===== src/sv/dts_pkg.sv =====
// Shared types and constants for the delay token scanner.
`timescale 1ns / 1ps
`default_nettype none

package dts_pkg;

    localparam int OFF_W = 12;
    localparam int VAL_W = 32;

    typedef struct packed {
        logic [7:0] char_byte;
        logic       is_last;
    } in_item_t;

    typedef struct packed {
        logic                    found;
        logic [OFF_W-1:0]        token_offset;
        logic signed [VAL_W-1:0] delay_ms;
        logic                    value_saturated;
    } out_item_t;

    typedef enum logic [3:0] {
        CC_SPACE,
        CC_D,
        CC_E,
        CC_L,
        CC_A,
        CC_Y,
        CC_MINUS,
        CC_PLUS,
        CC_DIGIT,
        CC_M,
        CC_S,
        CC_DOT,
        CC_OTHER
    } char_class_t;

    typedef struct packed {
        char_class_t cls;
        logic [3:0]  digit;
        logic        is_last;
    } class_item_t;

    typedef enum logic [3:0] {
        PH_IDLE,
        PH_TOK1,
        PH_TOK2,
        PH_TOK3,
        PH_TOK4,
        PH_TOK5,
        PH_TOK6,
        PH_TOKEN,
        PH_SIGN,
        PH_DIGITS,
        PH_M,
        PH_MS
    } phase_t;

    // class expected next while " DELAY " is partly matched
    function automatic char_class_t tok_class(input phase_t ph);
        char_class_t c;
        begin
            case (ph)
                PH_IDLE: c = CC_SPACE;
                PH_TOK1: c = CC_D;
                PH_TOK2: c = CC_E;
                PH_TOK3: c = CC_L;
                PH_TOK4: c = CC_A;
                PH_TOK5: c = CC_Y;
                PH_TOK6: c = CC_SPACE;
                default: c = CC_OTHER;
            endcase
            return c;
        end
    endfunction

endpackage

`default_nettype wire


===== src/sv/dts_fifo.sv =====
// Small register queue with a count, used between stages and at the output.
`timescale 1ns / 1ps
`default_nettype none

module dts_fifo #(
    parameter int WIDTH = 8,
    parameter int DEPTH = 2
) (
    input  wire logic             clk,
    input  wire logic             rst_n,
    input  wire logic             push,
    input  wire logic [WIDTH-1:0] wdata,
    output logic                  full,
    input  wire logic             pop,
    output logic [WIDTH-1:0]      rdata,
    output logic                  empty
);

    localparam int PTR_W = (DEPTH > 1) ? $clog2(DEPTH) : 1;
    localparam int CNT_W = $clog2(DEPTH + 1);

    logic [WIDTH-1:0] mem_reg [DEPTH];
    logic [PTR_W-1:0] wr_ptr_reg, wr_ptr_next;
    logic [PTR_W-1:0] rd_ptr_reg, rd_ptr_next;
    logic [CNT_W-1:0] count_reg, count_next;
    logic             do_push;
    logic             do_pop;

    assign full    = (count_reg == CNT_W'(DEPTH));
    assign empty   = (count_reg == '0);
    assign do_push = push && !full;
    assign do_pop  = pop && !empty;
    assign rdata   = mem_reg[rd_ptr_reg];

    always_comb
    begin
        wr_ptr_next = wr_ptr_reg;
        rd_ptr_next = rd_ptr_reg;
        count_next  = count_reg;
        if (do_push)
        begin
            wr_ptr_next = (wr_ptr_reg == PTR_W'(DEPTH - 1)) ? '0 : wr_ptr_reg + 1'b1;
        end
        if (do_pop)
        begin
            rd_ptr_next = (rd_ptr_reg == PTR_W'(DEPTH - 1)) ? '0 : rd_ptr_reg + 1'b1;
        end
        if (do_push && !do_pop)
        begin
            count_next = count_reg + 1'b1;
        end
        else if (do_pop && !do_push)
        begin
            count_next = count_reg - 1'b1;
        end
    end

    always_ff @(posedge clk or negedge rst_n)
    begin
        if (!rst_n)
        begin
            wr_ptr_reg <= '0;
            rd_ptr_reg <= '0;
            count_reg  <= '0;
        end
        else
        begin
            wr_ptr_reg <= wr_ptr_next;
            rd_ptr_reg <= rd_ptr_next;
            count_reg  <= count_next;
        end
    end

    always_ff @(posedge clk)
    begin
        if (do_push)
        begin
            mem_reg[wr_ptr_reg] <= wdata;
        end
    end

endmodule

`default_nettype wire


===== src/sv/dts_front.sv =====
// Front end: classifies each accepted byte for the matcher.
`timescale 1ns / 1ps
`default_nettype none

module dts_front
    import dts_pkg::*;
(
    input  wire in_item_t item,
    output class_item_t   cls_item
);

    always_comb
    begin
        cls_item.is_last = item.is_last;
        cls_item.digit   = item.char_byte[3:0];
        if (item.char_byte >= 8'h30 && item.char_byte <= 8'h39)
        begin
            cls_item.cls = CC_DIGIT;
        end
        else
        begin
            case (item.char_byte)
                8'h20:   cls_item.cls = CC_SPACE;
                8'h44:   cls_item.cls = CC_D;
                8'h45:   cls_item.cls = CC_E;
                8'h4C:   cls_item.cls = CC_L;
                8'h41:   cls_item.cls = CC_A;
                8'h59:   cls_item.cls = CC_Y;
                8'h2D:   cls_item.cls = CC_MINUS;
                8'h2B:   cls_item.cls = CC_PLUS;
                8'h6D:   cls_item.cls = CC_M;
                8'h73:   cls_item.cls = CC_S;
                8'h2E:   cls_item.cls = CC_DOT;
                default: cls_item.cls = CC_OTHER;
            endcase
        end
    end

endmodule

`default_nettype wire


===== src/sv/dts_back.sv =====
// Back end: token matcher, value accumulator and winner tracking.
`timescale 1ns / 1ps
`default_nettype none

module dts_back
    import dts_pkg::*;
#(
    parameter int MAX_NAME_LEN = 4096
) (
    input  wire logic        clk,
    input  wire logic        rst_n,
    input  wire class_item_t cls_item,
    input  wire logic        cls_valid,
    output logic             cls_take,
    output out_item_t        res_item,
    output logic             res_push,
    input  wire logic        res_full
);

    localparam int IDX_W = $clog2(MAX_NAME_LEN);
    localparam logic [VAL_W:0] LIM_POS = (VAL_W+1)'(32'h7FFF_FFFF);
    localparam logic [VAL_W:0] LIM_NEG = (VAL_W+1)'(32'h8000_0000);

    phase_t           phase_reg, phase_next, phase_upd;
    logic [IDX_W-1:0] idx_reg, idx_next, idx_prev;
    logic [IDX_W-1:0] cand_off_reg, cand_off_next, cand_off_upd;
    logic             cand_neg_reg, cand_neg_next, cand_neg_upd;
    logic [VAL_W-1:0] accum_reg, accum_next, accum_upd;
    logic             acc_sat_reg, acc_sat_next, acc_sat_upd;
    logic             best_valid_reg, best_valid_next, best_valid_upd;
    logic [IDX_W-1:0] best_off_reg, best_off_next, best_off_upd;
    logic [VAL_W-1:0] best_val_reg, best_val_next, best_val_upd;
    logic             best_sat_reg, best_sat_next, best_sat_upd;
    logic [VAL_W+3:0] acc_trial;
    logic [VAL_W:0]   acc_limit;
    logic             step;
    logic             do_commit;
    logic [IDX_W+OFF_W-1:0] off_ext;

    assign cls_take = cls_valid && !res_full;
    assign step     = cls_take;
    assign idx_prev = (idx_reg == '0) ? IDX_W'(MAX_NAME_LEN - 1) : idx_reg - 1'b1;

    assign acc_trial = {1'b0, accum_reg, 3'b000} + {3'b000, accum_reg, 1'b0}
                     + {{VAL_W{1'b0}}, cls_item.digit};
    assign acc_limit = cand_neg_reg ? LIM_NEG : LIM_POS;

    // next state of the matcher and its datapath
    always_comb
    begin
        phase_upd    = phase_reg;
        cand_off_upd = cand_off_reg;
        cand_neg_upd = cand_neg_reg;
        accum_upd    = accum_reg;
        acc_sat_upd  = acc_sat_reg;
        do_commit    = 1'b0;

        case (phase_reg)
            PH_IDLE, PH_TOK1, PH_TOK2, PH_TOK3, PH_TOK4, PH_TOK5, PH_TOK6:
            begin
                if (cls_item.cls == tok_class(phase_reg) && phase_reg != PH_IDLE)
                begin
                    phase_upd = phase_t'(phase_reg + 1'b1);
                end
                else if (cls_item.cls == CC_SPACE)
                begin
                    phase_upd    = PH_TOK1;
                    cand_off_upd = idx_reg;
                    cand_neg_upd = 1'b0;
                    accum_upd    = '0;
                    acc_sat_upd  = 1'b0;
                end
                else
                begin
                    phase_upd = PH_IDLE;
                end
            end
            PH_TOKEN, PH_SIGN, PH_DIGITS:
            begin
                if (phase_reg == PH_TOKEN
                    && (cls_item.cls == CC_MINUS || cls_item.cls == CC_PLUS))
                begin
                    cand_neg_upd = (cls_item.cls == CC_MINUS);
                    phase_upd    = PH_SIGN;
                end
                else if (cls_item.cls == CC_DIGIT)
                begin
                    phase_upd = PH_DIGITS;
                    if (acc_trial > {3'b000, acc_limit})
                    begin
                        accum_upd   = acc_limit[VAL_W-1:0];
                        acc_sat_upd = 1'b1;
                    end
                    else
                    begin
                        accum_upd = acc_trial[VAL_W-1:0];
                    end
                end
                else if (phase_reg == PH_TOKEN && cls_item.cls == CC_D)
                begin
                    // trailing space of the token opens a new candidate
                    phase_upd    = PH_TOK2;
                    cand_off_upd = idx_prev;
                    cand_neg_upd = 1'b0;
                    accum_upd    = '0;
                    acc_sat_upd  = 1'b0;
                end
                else if (phase_reg == PH_DIGITS && cls_item.cls == CC_M)
                begin
                    phase_upd = PH_M;
                end
                else if (cls_item.cls == CC_SPACE)
                begin
                    phase_upd    = PH_TOK1;
                    cand_off_upd = idx_reg;
                    cand_neg_upd = 1'b0;
                    accum_upd    = '0;
                    acc_sat_upd  = 1'b0;
                end
                else
                begin
                    phase_upd = PH_IDLE;
                end
            end
            PH_M, PH_MS:
            begin
                if (phase_reg == PH_M && cls_item.cls == CC_S)
                begin
                    phase_upd = PH_MS;
                    do_commit = cls_item.is_last;
                end
                else if (phase_reg == PH_MS && cls_item.cls == CC_DOT)
                begin
                    do_commit = 1'b1;
                end
                else if (cls_item.cls == CC_SPACE)
                begin
                    phase_upd    = PH_TOK1;
                    cand_off_upd = idx_reg;
                    cand_neg_upd = 1'b0;
                    accum_upd    = '0;
                    acc_sat_upd  = 1'b0;
                end
                else
                begin
                    phase_upd = PH_IDLE;
                end
            end
            default:
            begin
                phase_upd = PH_IDLE;
            end
        endcase

        if (do_commit)
        begin
            phase_upd = PH_IDLE;
        end
        best_valid_upd = best_valid_reg || do_commit;
        best_off_upd   = do_commit ? cand_off_reg : best_off_reg;
        best_val_upd   = do_commit ? (cand_neg_reg ? (VAL_W'(0) - accum_reg) : accum_reg)
                                   : best_val_reg;
        best_sat_upd   = do_commit ? acc_sat_reg : best_sat_reg;

        phase_next      = phase_reg;
        idx_next        = idx_reg;
        cand_off_next   = cand_off_reg;
        cand_neg_next   = cand_neg_reg;
        accum_next      = accum_reg;
        acc_sat_next    = acc_sat_reg;
        best_valid_next = best_valid_reg;
        best_off_next   = best_off_reg;
        best_val_next   = best_val_reg;
        best_sat_next   = best_sat_reg;
        if (step)
        begin
            if (cls_item.is_last)
            begin
                phase_next      = PH_IDLE;
                idx_next        = '0;
                cand_off_next   = '0;
                cand_neg_next   = 1'b0;
                accum_next      = '0;
                acc_sat_next    = 1'b0;
                best_valid_next = 1'b0;
                best_off_next   = '0;
                best_val_next   = '0;
                best_sat_next   = 1'b0;
            end
            else
            begin
                phase_next      = phase_upd;
                idx_next        = (idx_reg == IDX_W'(MAX_NAME_LEN - 1)) ? '0
                                                                         : idx_reg + 1'b1;
                cand_off_next   = cand_off_upd;
                cand_neg_next   = cand_neg_upd;
                accum_next      = accum_upd;
                acc_sat_next    = acc_sat_upd;
                best_valid_next = best_valid_upd;
                best_off_next   = best_off_upd;
                best_val_next   = best_val_upd;
                best_sat_next   = best_sat_upd;
            end
        end
    end

    // result item on the last byte
    always_comb
    begin
        off_ext                  = {{OFF_W{1'b0}}, best_off_upd};
        res_push                 = step && cls_item.is_last;
        res_item.found           = best_valid_upd;
        res_item.token_offset    = best_valid_upd ? off_ext[OFF_W-1:0] : '0;
        res_item.delay_ms        = best_valid_upd ? best_val_upd : '0;
        res_item.value_saturated = best_valid_upd && best_sat_upd;
    end

    always_ff @(posedge clk or negedge rst_n)
    begin
        if (!rst_n)
        begin
            phase_reg      <= PH_IDLE;
            idx_reg        <= '0;
            cand_off_reg   <= '0;
            cand_neg_reg   <= 1'b0;
            accum_reg      <= '0;
            acc_sat_reg    <= 1'b0;
            best_valid_reg <= 1'b0;
            best_off_reg   <= '0;
            best_val_reg   <= '0;
            best_sat_reg   <= 1'b0;
        end
        else
        begin
            phase_reg      <= phase_next;
            idx_reg        <= idx_next;
            cand_off_reg   <= cand_off_next;
            cand_neg_reg   <= cand_neg_next;
            accum_reg      <= accum_next;
            acc_sat_reg    <= acc_sat_next;
            best_valid_reg <= best_valid_next;
            best_off_reg   <= best_off_next;
            best_val_reg   <= best_val_next;
            best_sat_reg   <= best_sat_next;
        end
    end

endmodule

`default_nettype wire


===== src/sv/delay_token_scanner.sv =====
// A byte accepted into the first queue is matched at the queue head while the result queue is not
// full; matching a name's last byte also loads the name's result into the output queue.
// Throughput: one byte per clock unless the result queue is full, set by the matcher and times-ten accumulate.
// A two-entry queue sits between classifier and matcher, another holds finished results.
// Reset (rst_n low, asynchronous) empties both queues and clears all match state.
`timescale 1ns / 1ps
`default_nettype none

module delay_token_scanner
    import dts_pkg::*;
#(
    parameter int MAX_NAME_LEN = 4096
) (
    input  wire logic      clk,
    input  wire logic      rst_n,
    input  wire logic      push,
    output logic           full,
    input  wire in_item_t  item,
    output logic           empty,
    input  wire logic      pop,
    output out_item_t      result
);

    localparam int CLS_W = $bits(class_item_t);
    localparam int RES_W = $bits(out_item_t);

    class_item_t cls_in;
    class_item_t cls_out;
    logic        mid_empty;
    logic        mid_take;
    out_item_t   res_item;
    logic        res_push;
    logic        res_full;

    dts_front u_front (
        .item     (item),
        .cls_item (cls_in)
    );

    dts_fifo #(
        .WIDTH (CLS_W),
        .DEPTH (2)
    ) u_mid_q (
        .clk   (clk),
        .rst_n (rst_n),
        .push  (push),
        .wdata (cls_in),
        .full  (full),
        .pop   (mid_take),
        .rdata (cls_out),
        .empty (mid_empty)
    );

    dts_back #(
        .MAX_NAME_LEN (MAX_NAME_LEN)
    ) u_back (
        .clk       (clk),
        .rst_n     (rst_n),
        .cls_item  (cls_out),
        .cls_valid (!mid_empty),
        .cls_take  (mid_take),
        .res_item  (res_item),
        .res_push  (res_push),
        .res_full  (res_full)
    );

    dts_fifo #(
        .WIDTH (RES_W),
        .DEPTH (2)
    ) u_res_q (
        .clk   (clk),
        .rst_n (rst_n),
        .push  (res_push),
        .wdata (res_item),
        .full  (res_full),
        .pop   (pop),
        .rdata (result),
        .empty (empty)
    );

endmodule

`default_nettype wire


===== config.mk =====
export PLATFORM = sky130hd
export DESIGN_NAME = delay_token_scanner
export DESIGN_NICKNAME = d
export VERILOG_FILES = /design/src/sv/dts_pkg.sv /design/src/sv/dts_fifo.sv /design/src/sv/dts_front.sv /design/src/sv/dts_back.sv /design/src/sv/delay_token_scanner.sv
export SDC_FILE = /design/constraint.sdc
export NUM_CORES = 1
export LEC_CHECK = 0
export BUFFER_PORTS_ARGS = -buffer_cell sky130_fd_sc_hd__buf_2
export CORE_MARGIN = 2
export CORE_UTILIZATION = 63
export DETAILED_ROUTE_END_ITERATION = 7
export PLACE_DENSITY = 0.81
export SLEW_MARGIN = 20
export SYNTH_ARGS = -nofsm -noshare
export SYNTH_HDL_FRONTEND = slang
export SYNTH_SLANG_ARGS = --single-unit

===== constraint.sdc =====
create_clock -name clk -period 12 [get_ports clk]
set_clock_uncertainty 0.05 [all_clocks]
set_input_delay 2.4 -clock clk [delete_from_list [all_inputs] [get_ports clk]]
set_output_delay 2.4 -clock clk [all_outputs]
set_load 0.01 [all_outputs]

==> summary.txt, run 1 <==
part of the Yosys area used for sequential elements: 43.0%
Post-synth top flop: dfrtp_1
Yosys cell types: 80
GRT Util Overall: 29.3%
Avg Inst Size Synth: 9.76 sq um
Post-layout nets: 1607
CP Launch Point: u_mid_q.rd_ptr_reg
share of post-route cells with drive strength above 1: 11.9%
setup TNS: 0 ns
global-route wire length before repair: 57900 um
period utilization: 59.9%
Crit-path slowest cell: dfrtp_1
worst hold path depth: 2
warnings from Yosys: 0
die area: 24200 sq um
Clock Latency Late Sink: 0.51 ns
crit-path cells: mux2_2, fa_1, fa_1, a21o_1, a221oi_1, or3_1, a21oi_1, a221o_1, a21oi_1, xnor2_1, ha_1, nand4_1, or3b_2, o31ai_1, o31ai_1, a2111oi_4, o2111ai_2, nor2_4, nand2_1, a32o_1
Worst EP required: 12.35 ns
mux share of post-synthesis cell area: 5.35%
Crit Path Max Fanout: 35
Clock Path Buffers: 3
# DRC: 0
ys async rst share: 51.3%
most used routing layer: met2
Crit. End Element: flop
RR Startpoint: u_mid_q.rd_ptr_reg
met1 Use GR: 41.4%
per-cell routed wire length: 19.7 um
Reg2Reg Depth: 20
# setup viols final: 0
final hold violations: 0
pin count of the biggest net entering global routing: 81
syn nets: 1600
PD cells: 159 nW/um^2
initial core utilization: 64.0%
met2 usage: 47.7%
Synth Area in Compound Gates: 19.7%
vias per cell: 6.60
hpwl dp: 24800 um
VDD IR-drop max: 0.000169 V
crit path kind: reg -> reg
Post-synth EDFFs: 110
die height: 155 um
# Post-CTS Setup Buffers: 0
crit path time final: 7.19 ns
Layout area overhead: 7.68%
critical path launch point type: flop
Fmax: 0.139 GHz
crit path DAT: 7.54 ns
Reg clk slew, reported paths: 0.07 ns
Synth Area in XOR/XNOR: 5.09%
Worst Hold End: u_back.best_val_reg[0]
hold_buf cts: 0
HP Start: u_back.best_val_reg[0]
Detailed Route Iter0 Violations: 1044
root buffer selected by CTS: clkbuf_16
Post-Layout Inst Area: 15600 sq um
Critical Path Max Stage Delay: 0.72 ns
largest family of logic cells by synthesized area: compound AO/OA/AOI/OAI gates
Core ar.: 22600 sq um
worst-margin pin slew: 1.01 ns
Final Max Tran Viols: 0
flops & latches, synth: 226
I/O pin total: 61
DR vias: 11800
Synth Area in Adders: 9.37%
placed inst area: 14800 sq um
Leakage: 6.73 nW
Synth Area in Simple Gates: 14.2%
Final GP Congestion: 0.972
HP Class: reg -> reg
CTS tree: done
Pre-Repair DR Iteration Count: 6
Inserted Clock Buffers: 23
antenna viol nets, final: 0
maxcap violations: 0
Post-Syn Instances: 1480
status: completed
register-to-register setup slack: 4.81 ns
met3 usage: 3.98%
unrepaired setup endpoints after global routing: false
max_slew headroom: 32.4%
# H-tree levels: 1
Die X: 155 um
total grt overflow: 0
Reg2Reg Capture Point: u_back.accum_reg[0]
ant diodes: 0
max FFs per register: 92
Site Rows: 55
antenna violations before repair: 0
Mapped Area: 14400 sq um
CTS Sinks: 226
vias in the first global route: 11500
CP bufs+invs: 0
hold_ws: 0.435 ns
Post-CTS Resized: 0
Top delay family on crit path: compound AO/OA/AOI/OAI gates
number of I/O port buffers: 60
Routed WL: 35200 um
-- cell type report --
cell class	count	area [sq um]
inverters	30	113
well taps	285	357
flip-flops and latches	226	6210
multi-input cells	1136	7790
clock buffers	29	608
fillers	1735	7020
repair buffers	70	378
clock inverters	12	100
-- worst max path at each step --
stage                                 to  slack, ns  cells past startpoint
CTS                  u_back.accum_reg[0]       4.88                     20
finish               u_back.accum_reg[0]       4.81                     20
global placement     u_back.accum_reg[0]       5.11                     20
global route         u_back.accum_reg[0]       4.37                     20
detailed placement   u_back.accum_reg[0]       4.92                     20
floorplan           u_back.accum_reg[29]       6.13                     21
-- cells in the final DEF (no fill, tap or decap), types with 29 or more instances in the layout --
cell / instances
nand2_1: 163
o21ai_0: 118
a21oi_1: 114
dfrtp_1: 113
edfxtp_1: 110
ha_1: 105
nor2_1: 102
buf_2: 59
xor2_1: 55
mux2_2: 54
nand3_1: 53
inv_1: 30
xnor2_1: 29
-- worst register-to-register path, delay by kind of cell, from the launching register on --
family	cells	cell delay, ns
and+or+nand+nor	5	1.68
DFF	1	0.72
adders and majority gates	3	1.30
AOI/OAI and AO/OA	10	2.74
muxes	1	0.44
xor gates and xnor gates	1	0.16
-- kinds of logic (layout without fill, tap and decap cells) --
logic type               count (synthesis)  count (layout)
AO/OA/AOI/OAI                          433             433
XOR/XNOR                                84              84
adder cells (fa/ha/maj)                107             107
buffers and inverters                  118             141
flip-flops                             226             226
multiplexers                            70              70
AND/OR/NAND/NOR                        442             442
-- per-layer routing --
layer / vias up / share of wire [%]
met1: 5662 / 43
met5: - / 0
li1: 5552 / -
met2: 512 / 46
met3: 67 / 8.1
met4: 0 / 2.3
-- metrics by stage --
stage | total power, mW | setup WS, ns | instances | utilization [%]
6_report | 2.47 | 4.81 | 1788 | 68.9
5_1_grt | 2.59 | 4.37 | 1788 | 68.9
4_1_cts | 2.48 | 4.88 | 1788 | 68.9
3_5_place_dp | 1.80 | 4.92 | 1747 | 65.7
3_3_place_gp | 1.77 | 5.11 | 1747 | 65.7
2_1_floorplan | 1.56 | 6.13 | 1480 | -
-- where the power goes --
part	leakage, nW	internal (mW)	switching (mW)	total [mW]
combinational	3.74	0.281	0.464	0.745
sequential	2.65	0.957	0.0855	1.04
clock	0.338	0.383	0.295	0.678
-- cells in the mapped netlist, types with 6 or more instances --
library cell | n | area (sq um)
nand2_1 | 163 | 612
o21ai_0 | 119 | 596
dfrtp_1 | 116 | 2900
a21oi_1 | 114 | 571
edfxtp_1 | 110 | 3300
ha_1 | 105 | 1310
nor2_1 | 102 | 383
clkbuf_1 | 71 | 267
xor2_1 | 55 | 482
mux2_2 | 54 | 608
nand3_1 | 53 | 265
inv_1 | 30 | 113
xnor2_1 | 29 | 254
nor3_1 | 26 | 130
nand4_1 | 25 | 156
a21o_1 | 22 | 165
o2bb2ai_1 | 22 | 193
o211ai_1 | 19 | 143
a22o_1 | 17 | 149
mux2i_1 | 15 | 150
a221o_1 | 14 | 140
and3_1 | 14 | 87.6
o31ai_1 | 14 | 105
nor4_1 | 10 | 62.6
o41ai_1 | 8 | 70.1
or4_1 | 8 | 60.1
a211oi_1 | 7 | 52.6
a311oi_1 | 7 | 61.3
a31oi_1 | 7 | 43.8
buf_1 | 7 | 26.3
nand2b_1 | 7 | 43.8
o21bai_1 | 6 | 45.0
o22ai_1 | 6 | 37.5
Note: power is estimated with default switching activity, not from simulation.
==> run 2, diff against run 1 <==
ABC_AREA = 1   (was default)
clock period = 6.68 ns   (was 12 ns; I/O delays follow)
==> run 2 against run 1 <==
  * Critical endpoint is now u_back.accum_reg[7]
  * Clock-buffer cell count grew 2
  * Combinational power rose by 100%
  * Via count is 16% higher
  * Global-route usage decreased by 0.99 points
  * Sequential power rose by 73%
  * Non-clock buffer count rose by 5
==> summary.txt, run 2 <==
Fmax: 0.194 GHz (was 0.139 GHz)
Crit-path slowest cell: dfrtp_1 (unchanged)
Reg clk slew, reported paths: 0.06 ns (was 0.07 ns)
Clock Path Buffers: 3 (unchanged)
worst-margin pin slew: 1.03 ns (was 1.01 ns)
Core ar.: 24200 sq um (was 22600 sq um)
Net Sw Frac: 37.6% (was 34.3%)
Leakage: 8.04 nW (was 6.73 nW)
die height: 161 um (was 155 um)
total grt overflow: 0 (unchanged)
die area: 25800 sq um (was 24200 sq um)
Avg Inst Size Synth: 7.60 sq um (was 9.76 sq um)
part of the Yosys area used for sequential elements: 40.2% (was 43.0%)
CTS tree: done (unchanged)
number of I/O port buffers: 60 (unchanged)
Die X: 161 um (was 155 um)
Post-synth top flop: dfrtp_1 (unchanged)
warnings from Yosys: 0 (unchanged)
DR vias: 13700 (was 11800)
syn nets: 2151 (was 1600)
Post-synth EDFFs: 110 (unchanged)
GRT Util Overall: 28.3% (was 29.3%)
most common cell after layout, fill and taps aside: nand2_1 (unchanged)
main area contributors after synthesis: edfxtp_1 (21%), dfrtp_1 (19%), nand2_1 (14%), ha_1 (8.5%), nor2_1 (5.5%) (was edfxtp_1 (23%), dfrtp_1 (20%), ha_1 (9.1%), nand2_1 (4.2%), mux2_2 (4.2%))
worst setup margin: 1.52 ns (was 4.81 ns)
Yosys cell types: 57 (was 80)
pin count of the biggest net entering global routing: 89 (was 81)
global-route wire length before repair: 60900 um (was 57900 um)
antenna violations before repair: 0 (unchanged)
most frequent cells in the layout: nand2_1 (586), nor2_1 (223), inv_1 (178), dfrtp_1 (115), o21ai_0 (112) (was nand2_1 (163), o21ai_0 (118), a21oi_1 (114), dfrtp_1 (113), edfxtp_1 (110))
PD cells: 274 nW/um^2 (was 159 nW/um^2)
max FFs per register: 92 (unchanged)
Final GP Congestion: 0.953 (was 0.972)
# Post-CTS Setup Buffers: 0 (unchanged)
Site Rows: 57 (was 55)
antenna viol nets, final: 0 (unchanged)
CP Launch Point: u_mid_q.rd_ptr_reg (unchanged)
Layout area overhead: 7.95% (was 7.68%)
HP Class: reg -> reg (unchanged)
Inserted Clock Buffers: 23 (unchanged)
hold_buf cts: 0 (unchanged)
Fillers: 1970 (was 1735)
Detailed Route Iter0 Violations: 1107 (was 1044)
# DRC: 0 (unchanged)
flops & latches, synth: 226 (unchanged)
Psw: 1.71 mW (was 0.845 mW)
RR Startpoint: u_mid_q.rd_ptr_reg (unchanged)
combinational group share of total power: 33.2% (was 30.2%)
ant diodes: 0 (unchanged)
Routed WL: 36700 um (was 35200 um)
Post-layout nets: 2176 (was 1607)
CP dominant cell by count: nand2_1
Internal: 2.85 mW (was 1.62 mW)
hpwl dp: 26400 um (was 24800 um)
worst hold path depth: 2 (unchanged)
Post-Layout Inst Area: 16700 sq um (was 15600 sq um)
Clock Latency Late Sink: 0.53 ns (was 0.51 ns)
HP Start: u_back.best_val_reg[27] (was u_back.best_val_reg[0])
Critical Path Max Stage Delay: 0.60 ns (was 0.72 ns)
final hold violations: 0 (unchanged)
initial core utilization: 63.8% (was 64.0%)
Reg2Reg Depth: 28 (was 20)
unrepaired setup endpoints after global routing: false (unchanged)
vias per cell: 5.72 (was 6.60)
period utilization: 77.2% (was 59.9%)
most area-hungry cell type in the Yosys netlist: edfxtp_1 (unchanged)
max_slew headroom: 31.5% (was 32.4%)
crit path kind: reg -> reg (unchanged)
placed inst area: 15900 sq um (was 14800 sq um)
post-synth top area share: 21.4% (was 22.9%)
sequential share of power: 39.5% (was 42.3%)
Post-Syn Instances: 2031 (was 1480)
per-cell routed wire length: 15.3 um (was 19.7 um)
pre-CTS WS: 1.56 ns (was 4.92 ns)
setup TNS: 0 ns (unchanged)
VDD IR-drop max: 0.000244 V (was 0.000169 V)
I/O pin total: 61 (unchanged)
synth cell count leaders: nand2_1 (587), nor2_1 (226), inv_1 (178) (was nand2_1 (163), o21ai_0 (119), dfrtp_1 (116))
Final Max Tran Viols: 0 (unchanged)
most common cell in the netlist: nand2_1 (unchanged)
clock network power share: 27.3% (was 27.5%)
crit path DAT: 5.52 ns (was 7.54 ns)
root buffer selected by CTS: clkbuf_16 (unchanged)
Worst EP required: 7.04 ns (was 12.35 ns)
ys async rst share: 51.3% (unchanged)
Crit Path Max Fanout: 29 (was 35)
critical path launch point type: flop (unchanged)
Mapped Area: 15400 sq um (was 14400 sq um)
vias in the first global route: 12500 (was 11500)
CTS Sinks: 226 (unchanged)
crit path time final: 5.16 ns (was 7.19 ns)
maxcap violations: 0 (unchanged)
status: completed (unchanged)
# setup viols final: 0 (unchanged)
Crit. End Element: flop (unchanged)
# H-tree levels: 1 (unchanged)
Pre-Repair DR Iteration Count: 6 (unchanged)
Post-CTS Resized: 0 (unchanged)
share of post-route cells with drive strength above 1: 9.07% (was 11.9%)
==> run 2: cell types whose count changed after synthesis, moves of 27 or more <==
cell,previous run,this run
nor2_1,102,226
o21ai_1,4,39
mux2_2,54,0
clkbuf_1,71,44
a31oi_1,7,47
nand2_1,163,587
inv_1,30,178
==> run 2: final timing paths <==
check,end,slack [ns]
max,u_back.accum_reg[7],1.52
min,u_back.best_val_reg[27],0.43
max reg2reg,u_back.accum_reg[7],1.52
min reg2reg,u_back.best_val_reg[27],0.43
max in group asynchronous,u_back.cand_neg_reg,4.47
min in group asynchronous,u_back.accum_reg[25],0.90
==> run 2: power by group through the flow <==
stage	clock, mW	combinational (mW)	sequential (mW)
2_1_floorplan	0	1.06	1.80
3_3_place_gp	0	1.48	1.82
3_5_place_dp	0	1.52	1.83
4_1_cts	1.26	1.52	1.80
5_1_grt	1.32	1.69	1.82
6_report	1.24	1.52	1.80
==> run 2: per-layer routing <==
layer / wire length [um] / GRT usage [%] / vias to the layer above / part of all wire (%)
met1: 16800 / 41.4 / 6312 / 46
li1: - / - / 6806 / -
met5: 0 / 0 / - / 0
met4: 814 / 7.33 / 0 / 2.2
met3: 2450 / 3.07 / 63 / 6.7
met2: 16600 / 45.5 / 537 / 45
==> run 2: kinds of logic (layout without fill, tap and decap cells) <==
family | count (synthesis) | in the layout | share of synthesized area [%]
flip-flops | 226 | 226 | 40.2
AO/OA/AOI/OAI | 368 | 368 | 13.6
adder cells (fa/ha/maj) | 107 | 107 | 8.77
AND/OR/NAND/NOR | 1001 | 1001 | 27.0
XOR/XNOR | 54 | 54 | 3.07
buffers and inverters | 272 | 314 | 7.13
multiplexers | 3 | 3 | 0.195
==> run 2: final cells by class <==
cell class,instances,area (sq um),share of cell area (%)
multi-input combinational,1533,8160,49.0
clock inverter,11,126,0.759
inverter,197,739,4.44
tap,324,405,2.43
timing repair buffer,75,415,2.49
clock buffer,31,606,3.64
sequential,226,6210,37.3
==> run 2: critical path, delay by kind of cell, from the launching register on <==
family                     cells  cell delay [ns]
buffers and inverters          1             0.14
adders and majority gates      3             1.30
AOI/OAI and AO/OA              3             0.51
xor gates and xnor gates       1             0.20
and+or+nand+nor               20             2.24
DFF                            1             0.60
==> run 2: metrics by stage <==
step	hold WS [ns]	util, %	power, mW	cells
floorplan	0.396	-	2.87	2031
global placement	0.411	65.9	3.30	2355
detailed placement	0.419	65.9	3.34	2355
CTS	0.433	68.9	4.58	2397
global route	0.466	68.9	4.83	2397
finish	0.430	68.9	4.56	2397
